### src/hdl/trie_root_word_replacer_defines.svh
// ----------------------------------------------------------------------------
// trie_root_word_replacer_defines
// assertion macros shared by the trie root word replacer
// ----------------------------------------------------------------------------
`ifndef TRIE_ROOT_WORD_REPLACER_DEFINES_SVH
`define TRIE_ROOT_WORD_REPLACER_DEFINES_SVH

// condition holds in the same cycle
`define TRW_ASSERT_NOW(label, ante, cons, msg) \
  label: assert property (@(posedge clk) disable iff (rst) (ante) |-> (cons)) \
    else $error(msg);

// condition holds in the following cycle
`define TRW_ASSERT_NEXT(label, ante, cons, msg) \
  label: assert property (@(posedge clk) disable iff (rst) (ante) |=> (cons)) \
    else $error(msg);

`endif

### src/hdl/trw_pkg.sv
`timescale 1ns / 1ps
// ----------------------------------------------------------------------------
// trw_pkg
// types and constants of the trie root word replacer
// ----------------------------------------------------------------------------
package trw_pkg;

  localparam int NODE_COUNT    = 1024;
  localparam int ALPHABET_SIZE = 26;
  localparam int NODE_W        = $clog2(NODE_COUNT);
  localparam int USED_W        = $clog2(NODE_COUNT + 1);
  localparam int COL_W         = $clog2(ALPHABET_SIZE);

  localparam logic [7:0] CHAR_A     = 8'h61;
  localparam logic [7:0] CHAR_SPACE = 8'h20;

  localparam logic [1:0] KIND_CLEAR = 2'd0;
  localparam logic [1:0] KIND_DICT  = 2'd1;
  localparam logic [1:0] KIND_SENT  = 2'd2;

  localparam logic [1:0] STATUS_OK       = 2'd0;
  localparam logic [1:0] STATUS_FULL     = 2'd1;
  localparam logic [1:0] STATUS_BAD_CHAR = 2'd2;

  typedef enum logic [1:0] {
    MODE_MATCH = 2'd0,
    MODE_ECHO  = 2'd1,
    MODE_DROP  = 2'd2
  } match_mode_t;

  typedef enum logic [1:0] {
    ST_CLEAR,
    ST_IDLE,
    ST_EXEC
  } ctl_state_t;

  // child pointer plus the end mark of that child
  typedef struct packed {
    logic              end_mark;
    logic [NODE_W-1:0] child;
  } entry_t;

  typedef entry_t [ALPHABET_SIZE-1:0] row_t;

  typedef struct packed {
    logic accept;
    logic commit;
    logic clear_step;
  } trw_cmd_t;

  typedef struct packed {
    logic out_stall;
    logic item_is_clear;
    logic clear_last;
  } trw_sts_t;

endpackage

### src/hdl/trw_ctrl.sv
`timescale 1ns / 1ps
// ----------------------------------------------------------------------------
// trw_ctrl
// sequencer: table sweep, item accept, evaluate and commit
// ----------------------------------------------------------------------------
module trw_ctrl (
  input  logic              clk,
  input  logic              rst,
  input  logic              in_valid,
  output logic              in_ready,
  input  trw_pkg::trw_sts_t sts,
  output trw_pkg::trw_cmd_t cmd
);
  import trw_pkg::*;

  ctl_state_t state;
  ctl_state_t state_next;

  always_ff @(posedge clk) begin
    if (rst) begin
      state <= ST_CLEAR;
    end else begin
      state <= state_next;
    end
  end

  always_comb begin
    state_next = state;
    case (state)
      ST_CLEAR: begin
        if (sts.clear_last) state_next = ST_IDLE;
      end
      ST_IDLE: begin
        if (in_valid) state_next = ST_EXEC;
      end
      ST_EXEC: begin
        if (!sts.out_stall) state_next = sts.item_is_clear ? ST_CLEAR : ST_IDLE;
      end
      default: state_next = ST_CLEAR;
    endcase
  end

  always_comb begin
    in_ready       = 1'b0;
    cmd.accept     = 1'b0;
    cmd.commit     = 1'b0;
    cmd.clear_step = 1'b0;
    case (state)
      ST_CLEAR: cmd.clear_step = 1'b1;
      ST_IDLE: begin
        in_ready   = 1'b1;
        cmd.accept = in_valid;
      end
      // hold the item while the result register cannot take a new transfer
      ST_EXEC: cmd.commit = !sts.out_stall;
      default: begin
      end
    endcase
  end

endmodule

### config.mk
export PLATFORM = sky130hd
export DESIGN_NAME = trw_ctrl
export DESIGN_NICKNAME = d
export VERILOG_FILES = /design/src/hdl/trie_root_word_replacer_defines.svh /design/src/hdl/trw_pkg.sv /design/src/hdl/trw_ctrl.sv
export SDC_FILE = /design/constraint.sdc
export NUM_CORES = 1
export LEC_CHECK = 0
export ABC_AREA = 1
export BUFFER_PORTS_ARGS = -buffer_cell sky130_fd_sc_hd__buf_2
export CORE_AREA = 2 2 39 41
export CTS_CLUSTER_DIAMETER = 80
export CTS_CLUSTER_SIZE = 16
export DETAILED_ROUTE_END_ITERATION = 12
export DIE_AREA = 0 0 41 43
export GPL_TIMING_DRIVEN = 0
export PLACE_DENSITY = 0.3
export SLEW_MARGIN = 20
export SYNTH_ARGS = -nofsm -noshare
export SYNTH_HDL_FRONTEND = slang
export SYNTH_SLANG_ARGS = --single-unit
### constraint.sdc
create_clock -name clk -period 0.8 [get_ports clk]
set_input_delay 0.08 -clock clk [delete_from_list [all_inputs] [get_ports clk]]
set_output_delay 0.08 -clock clk [all_outputs]
set_load 0.05 [all_outputs]
## Word-level counts from Yosys, hierarchy flattened

Index checks and enable logic that the tools add are counted.
W data, S select, Z words.

| operators by class | value |
|---|---|
| add/sub/neg operators | 0 |
| multipliers | 0 |
| div/mod/pow operators | 0 |
| magnitude comparators | 0 |
| equal/unequal tests | 5 |
| shift-type cells | 0 |
| mux-type cells | 9 |
| bitwise logic cells | 0 |
| reduce and logical (&&, ||, !) cells | 3 |

Operators with widths:

| kind | number |
|---|---|
| $mux W2 | 3 |
| $ne A2 B2 Y1 const B | 3 |
| $pmux W2 S3 | 1 |
| $mux W1 | 5 |
| $reduce_and A3 Y1 | 1 |
| $eq A2 B1 Y1 const B | 1 |
| $eq A2 B2 Y1 const B | 1 |
| $logic_not A2 Y1 | 1 |
| $logic_not A1 Y1 | 1 |

| word-level totals | value |
|---|---|
| bits in registers | 2 |
| bits in latches | 0 |
| RAM bits | 0 |
| bits in read-only memories | 0 |
| input bits | 6 |
| output and inout port bits | 4 |
| word-level logic and storage cells | 18 |
| memories kept | 0 |

## Depth between registers and ports, before layout

Gate-level depths: netlist of the first run.

| logic depth | value |
|---|---|
| depth in word-level cells | 3 |
| mapped depth | 5 |
| mapped depth without buffers | 5 |

## Worst setup path after synthesis of the first run

OpenSTA, ideal clock, no wires.

| path | value |
|---|---|
| path type | reg2out |
| start point | reg state[0] |
| end point | out cmd[2] (netlist name) |
| arrival | 1.332 ns |
| required time | 0.720 ns |
| slack | -0.612 ns |
| cell stages (with the launch flop) | 5 |
| cell sequence | dfxtp_1 -> inv_1 -> nor2_2 -> nand2_1 -> inv_1 |

RTL lines:

| element | line | source |
|---|---|---|
| start, declared | trw_ctrl.sv:16 | `ctl_state_t state;` |
| start signal, assigned | trw_ctrl.sv:23 | `state <= state_next;` |
| end, declared | trw_ctrl.sv:12 | `output trw_pkg::trw_cmd_t cmd` |

==> results.py, run 1 <==
metrics = {
    "logic_synthesis": {
        "yosysUniqueCellTypes": 8,
        "synth_cells": 19,
        "ys_ff_latch": 2,
        "synthTopCellsByArea": "dfxtp_1 (34%), nand2_1 (19%), inv_1 (13%)",
        "syn_nets": 25,
        "syn-cell-area_um2": 118,
        "ys_warn_count": 0,
        "yosysTopAreaCell": "dfxtp_1",
        "synth_top_area_share_pct": 34.0,
        "avgSynthCellArea_um2": 6.19,
        "ys_seq_area_share_pct": 34.0,
    },
    "clock_tree": {
        "cts-root-buf": "clkbuf_4",
        "clkSinkCount": 2,
        "cts.reportedPaths.clkPinSlew_ns": 0.03,
        "clockBufferDepth": 2,
        "h-tree-depth": 1,
        "cts_tree": "built",
        "clk_latency_ns": 0.22,
        "cts_buffers": 3,
    },
    "timing": {
        "finalSetupViolCount": 6,
        "max_freq_mhz": 929,
        "min_period_over_period_pct": 135,
        "rsz0062_at_grt": "yes",
        "slew_headroom_pct": 91.4,
        "maxSlewViolCount": 0,
        "period_needed_ns": 1.08,
        "finalHoldViolations": 0,
        "skew_ns": 0.00182,
        "tightest_slew_ns": 0.129,
        "setup_ws_ns": -0.277,
    },
    "route": {
        "drt-initial-drc-count": 3,
        "vias_per_cell": 3.48,
        "drc": 0,
        "routed_wl_um": 378,
        "via_count": 181,
        "ant_nets": 0,
        "dr.pass1.iters": 3,
        "wl_per_cell_um": 7.27,
    },
    "setup_path": {
        "cp_max_fo": 3,
        "endpoint_kind": "primary output",
        "critPathKind": "reg2out",
        "crit_arrival_ns": 1.00,
        "crit_path_start_kind": "flop",
        "cp_data_required_time_ns": 0.72,
    },
    "placement": {
        "dp_hpwl_um": 271,
        "port_buffers": 9,
        "place_inst": 44,
        "place_congestion": 0.634,
    },
    "pwr": {
        "peakVddDrop_mv": 0.556,
        "powerDensity_nw_per_um2": 1720,
        "p_leak_nw": 0.145,
    },
    "job": {
        "maxCapViolCount": 0,
    },
    "worst_hold_path": {
        "hold_path.class": "in2reg",
    },
    "die": {
        "io_pins": 10,
        "row_count": 14,
        "dieArea_um2": 1760,
        "start_util_pct": 8.50,
        "die_h_um": 43,
        "core-area_um2": 1380,
        "die_x_um": 41,
    },
    "global_routing": {
        "grt_max_degree": 4,
        "gr-total-overflow": 0,
        "antenna_found_initial": 0,
        "grt_pass1_wl_um": 683,
        "grt_util_all_layers_pct": 6.21,
        "grt_pass1_vias": 196,
    },
    "final_layout": {
        "finalNonFillerCells": 52,
        "final_cell_mix": "nand2_1 (5), buf_2 (5), buf_4 (5)",
        "fin_util_pct": 22.8,
        "reg.largest.list": "state (2)",
        "drive_gt1_share_pct": 75.0,
        "multi_input_area_um2": 86.3,
        "regMostFlops": "state",
        "area_delta_synth_final_pct": 168,
        "nNetsFinal": 44,
        "seq_area_um2": 45.0,
        "insertedDiodeCount": 0,
        "largest_register_ff_count": 2,
        "n_fill_cell": 151,
    },
    "outcome": {
        "status": "finished, violations left",
        "violations": "setup timing",
    },
}
-- kinds of logic after synthesis --
group                  share of synthesized area, %
DFF                                            34.0
and+or+nand+nor                                41.5
AOI/OAI and AO/OA                              11.7
buffers and inverters                          12.8
-- critical path, stage by stage (launching register included) --
cell and delay [ns]:
dfxtp_2 0.32, inv_2 0.05, nor2_4 0.11, nand2_2 0.08, clkinvlp_4 0.08, buf_8 0.13
-- final timing paths --
kind	start	to	slack (ns)	depth (start not counted)
worst min-delay path	rst	state[0]	0.03	2
worst max register to register	state[1]	state[0]	-0.13	6
worst min register to register	state[1]	state[0]	0.55	3
worst max-delay path	state[0]	cmd[2]	-0.28	5
-- synth_stat cells (all sizes together) --
| master | instances |
|---|---|
| nand3 | 2 |
| a21oi | 2 |
| nor2 | 3 |
| nand2 | 6 |
| inv | 4 |
| dfxtp | 2 |
-- stage by stage --
step	hold WS [ns]	area [µm²]	worst slack [ns]	TNS [ns]	power, mW
after detailed placement	0.251	208	-0.230	-0.671	0.262
after global placement	0.250	208	-0.212	-0.611	0.261
after global routing	0.0197	315	-0.335	-1.55	0.594
after floorplan	0.135	143	-0.319	-0.896	0.225
final	0.0342	315	-0.277	-1.20	0.542
after CTS	0.0260	308	-0.278	-1.22	0.552
-- cell type report --
class / count / area share (%)
flip-flops and latches: 2 / 14.3
clock buffers: 3 / 7.14
well taps: 16 / 6.35
inverters: 4 / 5.95
repair buffers: 14 / 38.9
multi-input cells: 13 / 27.4
-- timing repair --
item / 4_1_cts / 5_1_grt
endpoints found under the setup margin: 6 / 6
hold buffers: 0 / 0
pin swaps: 3 / 0
gates resized for setup: 13 / 2
buffers inserted: 5 / 0
-- report_power, final --
part	switching [mW]	internal [mW]	total (mW)	leakage, nW
Clock	0.0535	0.165	0.219	0.0138
Sequential	0.00582	0.107	0.113	0.0175
Combinational	0.116	0.0949	0.211	0.114
-- metal layers --
| layer | vias up | GRT usage (%) | wire [µm] |
|---|---|---|---|
| li1 | 92 | - | - |
| met1 | 79 | 6.07 | 167 |
| met2 | 10 | 7.81 | 147 |
| met3 | 0 | 4.71 | 64 |
| met4 | 0 | 6.00 | 0 |
| met5 | - | 0 | 0 |
No activity file was read; power rests on OpenSTA's default activity.
==> run 2, diff against run 1 <==
- ABC_AREA: 1 -> 0
==> run 2 against run 1 <==
The flow still finishes with violations (setup timing). Power down 1.3%. Wire length up 9.8%. Design area down 4.0%. Register-to-register slack better by 0.02 ns. Sequential share of layout area up 1.4 points. Area after synthesis up 2.1%. Worst setup slack worse by 0.026 ns. Synthesized cell count down 32%. Critical path type unchanged.
==> results.py, run 2 <==
metrics = {
    "outcome": {
        "status": "finished, violations left",
        "violations": "setup timing",
    },
    "setup_path": {
        "endpoint_kind": "primary output",
        "crit_path_start_kind": "flop",
        "crit_arrival_ns": 1.02,
        "cp_max_fo": 5,
        "cp-startpoint": "state[1]",
        "r2r_start": "state[0]",
        "cp_data_required_time_ns": 0.72,
        "critPathKind": "reg2out",
    },
    "route": {
        "wl_per_cell_um": 9.22,
        "drt-initial-drc-count": 3,
        "vias_per_cell": 3.60,
        "dr.pass1.iters": 3,
        "drc": 0,
        "ant_nets": 0,
        "routed_wl_um": 415,
        "via_count": 162,
    },
    "final_layout": {
        "area_delta_synth_final_pct": 152,
        "largest_register_ff_count": 2,
        "finalInstanceArea_um2": 303,
        "regMostFlops": "state",
        "drive_gt1_share_pct": 82.8,
        "nNetsFinal": 37,
        "reg.largest.list": "state (2)",
        "insertedDiodeCount": 0,
        "final_common_cell": "buf_2",
        "n_fill_cell": 154,
        "final_cell_mix": "buf_2 (5), clkbuf_4 (3), buf_6 (3), buf_4 (3)",
    },
    "logic_synthesis": {
        "synthArstFlopShare_pct": 0,
        "ys_warn_count": 0,
        "synth_common_cells": "nor2_1 (3), dfxtp_1 (2), nand3b_1 (2)",
        "yosysTopAreaCell": "dfxtp_1",
        "syn_nets": 19,
        "synth_ff_type": "dfxtp_1",
        "ys_seq_area_share_pct": 33.3,
        "ys_ff_latch": 2,
        "syn-cell-area_um2": 120,
        "synthTopCellsByArea": "dfxtp_1 (33%), nand3b_1 (13%), o2bb2ai_2 (13%)",
        "post-synth-top-count-cell": "nor2_1",
        "synth_cells": 13,
        "synth_edf_count": 0,
        "avgSynthCellArea_um2": 9.24,
        "synth_top_area_share_pct": 33.3,
        "yosysUniqueCellTypes": 9,
    },
    "timing": {
        "rsz0062_at_grt": "yes",
        "skew_ns": 0.00271,
        "finalSetupViolCount": 6,
        "min_period_over_period_pct": 138,
        "setup_ws_ns": -0.303,
        "hold_ws_ns": 0.0464,
        "max_freq_mhz": 907,
        "finalHoldViolations": 0,
        "period_needed_ns": 1.10,
        "tightest_slew_ns": 0.168,
        "slew_headroom_pct": 88.8,
        "maxSlewViolCount": 0,
    },
    "clock_tree": {
        "cts_tree": "built",
        "clockBufferDepth": 2,
        "clk_latency_ns": 0.22,
        "h-tree-depth": 1,
        "cts.reportedPaths.clkPinSlew_ns": 0.03,
        "cts-root-buf": "clkbuf_4",
        "cts_buffers": 3,
        "clkSinkCount": 2,
    },
    "placement": {
        "dp_slack_ns": -0.168,
        "dpl_cell_area_um2": 200,
        "port_buffers": 9,
        "place_congestion": 0.606,
    },
    "die": {
        "die_h_um": 43,
        "dieArea_um2": 1760,
        "core-area_um2": 1380,
        "start_util_pct": 8.68,
        "io_pins": 10,
        "die_x_um": 41,
        "row_count": 14,
    },
    "job": {
        "maxCapViolCount": 0,
    },
    "worst_hold_path": {
        "hold_path.class": "in2reg",
        "holdCritStartpoint": "rst",
    },
    "global_routing": {
        "grt_pass1_wl_um": 669,
        "gr-total-overflow": 0,
        "grt_pass1_vias": 171,
        "grt_max_degree": 8,
        "grt_util_all_layers_pct": 6.51,
        "antenna_found_initial": 0,
    },
    "pwr": {
        "peakVddDrop_mv": 0.436,
        "p_leak_nw": 0.130,
        "powerDensity_nw_per_um2": 1770,
    },
}
run 2: cell count changes after synthesis, sizes merged, moves of 2 or more:
cell / change
inv: -3
nand2: -6
nand3: -2
nand3b: +2
run 2: cell families (layout without fill, tap and decap cells):
group	Yosys count	count (layout)	synth area share (%)
AOI/OAI and AO/OA	3	3	24.0
buffers and inverters	1	17	3.12
DFF	2	2	33.3
and+or+nand+nor	7	7	39.6
run 2: power by group:
group	leakage [nW]	total, mW	internal (mW)	switching, mW
combinational	0.0981	0.191	0.0893	0.102
clock	0.0138	0.224	0.166	0.0588
sequential	0.0178	0.120	0.107	0.0127
total	0.130	0.535	0.362	0.173
run 2: worst paths after layout:
kind | end | slack [ns] | cells past startpoint
max | cmd[2] | -0.30 | 3
min | state[1] | 0.05 | 2
max reg2reg | state[0] | -0.11 | 3
min reg2reg | state[1] | 0.53 | 2
run 2: metrics by stage:
step / total power [mW] / setup TNS [ns] / utilization, % / cells
6_report: 0.535 / -1.21 / 21.9 / 45
5_1_grt: 0.569 / -1.45 / 21.9 / 45
4_1_cts: 0.532 / -1.22 / 20.8 / 44
3_5_place_dp: 0.253 / -0.420 / 14.5 / 38
3_3_place_gp: 0.251 / -0.380 / 14.5 / 38
2_1_floorplan: 0.218 / -0.533 / - / 13
run 2: per-layer routing:
layer	GRT usage (%)	share of wire, %
met5	0	0
met4	6.00	0
met1	6.05	45
met2	7.50	40
met3	6.81	15
run 2: repair_timing:
action / 4_1_cts / 5_1_grt
endpoints found under the setup margin: 5 / 6
resized for setup: 13 / 2
pin swaps: 1 / 3
buffers inserted: 3 / 2
hold buffers: 0 / 0
run 2: final cells by class:
cell class	instances	area (µm²)	share of cell area [%]
Sequential cell	2	47.5	15.7
Multi-Input combinational cell	10	93.8	31.0
Inverter	1	7.51	2.48
Tap cell	16	20.0	6.61
Timing Repair Buffer	13	111	36.8
Clock buffer	3	22.5	7.44
run 2: worst max-delay path, stage by stage (launching register included):
cell and delay (ns):
dfxtp_4 0.34, nand3b_1 0.21, clkinvlp_4 0.11, buf_8 0.14
==> run 3, diff against run 2 <==
- GPL_ROUTABILITY_DRIVEN: default -> 0
- PLACE_DENSITY: 0.3 -> 0.34
==> run 3 against run 2 <==
The flow still finishes with violations (setup timing). Sequential power barely moved. Worst setup slack worse by 0.0067 ns. Final cell count unchanged. Worst hold slack improved by 0.0050 ns. Sequential cell count stayed put. First-iteration DRC count is 100% lower. Design area grew 5.4%. Clock power is 4% lower. Critical path depth did not move. Register-to-register slack about the same. Power up 0.59%. Largest cell class unchanged.
==> results.py, run 3 (synthesis gave the netlist of run 2 again) <==
metrics = {
    "timing": {
        "finalSetupViolCount": 6,
        "finalHoldViolations": 0,
        "max_freq_mhz": 901,
        "min_period_over_period_pct": 139,
        "maxSlewViolCount": 0,
        "skew_ns": 0.0000874,
        "period_needed_ns": 1.11,
        "rsz0062_at_grt": "yes",
        "slew_headroom_pct": 85.2,
        "finalSetupTns_ns": -1.25,
        "setup_ws_ns": -0.310,
        "tightest_slew_ns": 0.221,
    },
    "setup_path": {
        "r2r_start": "state[1]",
        "cp_max_fo": 6,
        "reg2reg_slack_ns": -0.11,
        "endpoint_kind": "primary output",
        "critPathKind": "reg2out",
        "crit_path_start_kind": "flop",
        "r2r_cells": 3,
        "reg2reg_to": "state[1]",
        "cp_data_required_time_ns": 0.72,
        "crit_arrival_ns": 1.03,
        "cp-startpoint": "state[1]",
        "critical_path.endpoint": "cmd[2]",
    },
    "final_layout": {
        "regMostFlops": "state",
        "area_delta_synth_final_pct": 166,
        "final_cell_mix": "buf_2 (5), buf_6 (4), clkbuf_4 (3)",
        "drive_gt1_share_pct": 82.8,
        "nNetsFinal": 37,
        "largest_register_ff_count": 2,
        "insertedDiodeCount": 0,
        "final_common_cell": "buf_2",
        "finalNonFillerCells": 45,
        "reg.largest.list": "state (2)",
        "fin_util_pct": 23.1,
    },
    "global_routing": {
        "grt_util_all_layers_pct": 6.11,
        "grt_use_met3_pct": 1.57,
        "grt_use_met2_pct": 8.44,
        "grt_pass1_vias": 144,
        "grt_max_degree": 8,
        "busiest_layer": "met4",
        "antenna_found_initial": 0,
        "grt_pass1_wl_um": 614,
        "grtUsageMet1_pct": 5.11,
        "gr-total-overflow": 0,
    },
    "die": {
        "dieArea_um2": 1760,
        "die_h_um": 43,
        "core-area_um2": 1380,
        "start_util_pct": 8.68,
        "row_count": 14,
        "die_x_um": 41,
        "io_pins": 10,
    },
    "clock_tree": {
        "clkSinkCount": 2,
        "cts_tree": "built",
        "cts.reportedPaths.clkPinSlew_ns": 0.03,
        "clockBufferDepth": 2,
        "cts-root-buf": "clkbuf_4",
        "clk_latency_ns": 0.22,
        "hold_buffers": 0,
        "h-tree-depth": 1,
        "cts_buffers": 3,
    },
    "outcome": {
        "status": "finished, violations left",
        "violations": "setup timing",
    },
    "worst_hold_path": {
        "hold_path.class": "in2reg",
    },
    "pwr": {
        "p_leak_nw": 0.132,
        "powerDensity_nw_per_um2": 1690,
        "power_mw": 0.538,
        "peakVddDrop_mv": 0.551,
    },
    "placement": {
        "port_buffers": 9,
        "place_inst": 38,
    },
    "route": {
        "drc": 0,
        "vias_per_cell": 3.62,
        "routed_wl_um": 479,
        "via_count": 163,
        "wl_per_cell_um": 10.6,
        "drt-initial-drc-count": 0,
        "ant_nets": 0,
        "dr.pass1.iters": 1,
    },
    "job": {
        "maxCapViolCount": 0,
    },
}
-- run 3: cell counts in the layout (fill, tap and decap cells not counted) --
Identical to the previous run, type by type.
-- run 3: report_power, final --
part | internal (mW) | switching [mW]
sequential | 0.108 | 0.0151
clock | 0.165 | 0.0516
combinational | 0.0935 | 0.106
-- run 3: worst max-delay path, cell delays in order (launching register included) --
cell	delay, ns
dfxtp_4	0.35
nand3b_1	0.22
clkinvlp_4	0.11
buf_8	0.14
-- run 3: routing by layer --
metal	wire length [µm]	part of all wire, %
met3	41	8.6
met2	236	49
met4	27	5.6
met5	0	0
met1	173	36
-- run 3: worst min-delay path by stage --
stage	startpoint	to	slack, ns	cells past startpoint
after global placement	rst	state[1]	0.27	2
after global routing	rst	state[1]	0.05	2
after CTS	rst	state[1]	0.04	2
after floorplan	rst	state[1]	0.14	1
final	rst	state[1]	0.05	2
after detailed placement	rst	state[1]	0.28	2
-- run 3: metrics by stage --
stage / hold slack [ns] / worst slack [ns] / cell area [µm²]
4_1_cts: 0.0392 / -0.316 / 288
3_3_place_gp: 0.275 / -0.160 / 200
5_1_grt: 0.0464 / -0.356 / 319
2_1_floorplan: 0.142 / -0.288 / 135
3_5_place_dp: 0.276 / -0.169 / 200
6_report: 0.0514 / -0.310 / 319
-- run 3: repair_timing --
| action | in CTS | in global routing |
|---|---|---|
| setup endpoints to repair | 6 | 6 |
| resized for setup | 13 | 4 |
| cloned | 0 | 0 |
| pin swaps | 1 | 2 |
| setup buffers | 3 | 2 |
-- run 3: area by class of cell --
type / count / area (µm²)
Fill cell: 161 / 1060
Timing Repair Buffer: 13 / 115
Multi-Input combinational cell: 10 / 106
Sequential cell: 2 / 47.5
Clock buffer: 3 / 22.5
Tap cell: 16 / 20.0
Inverter: 1 / 7.51
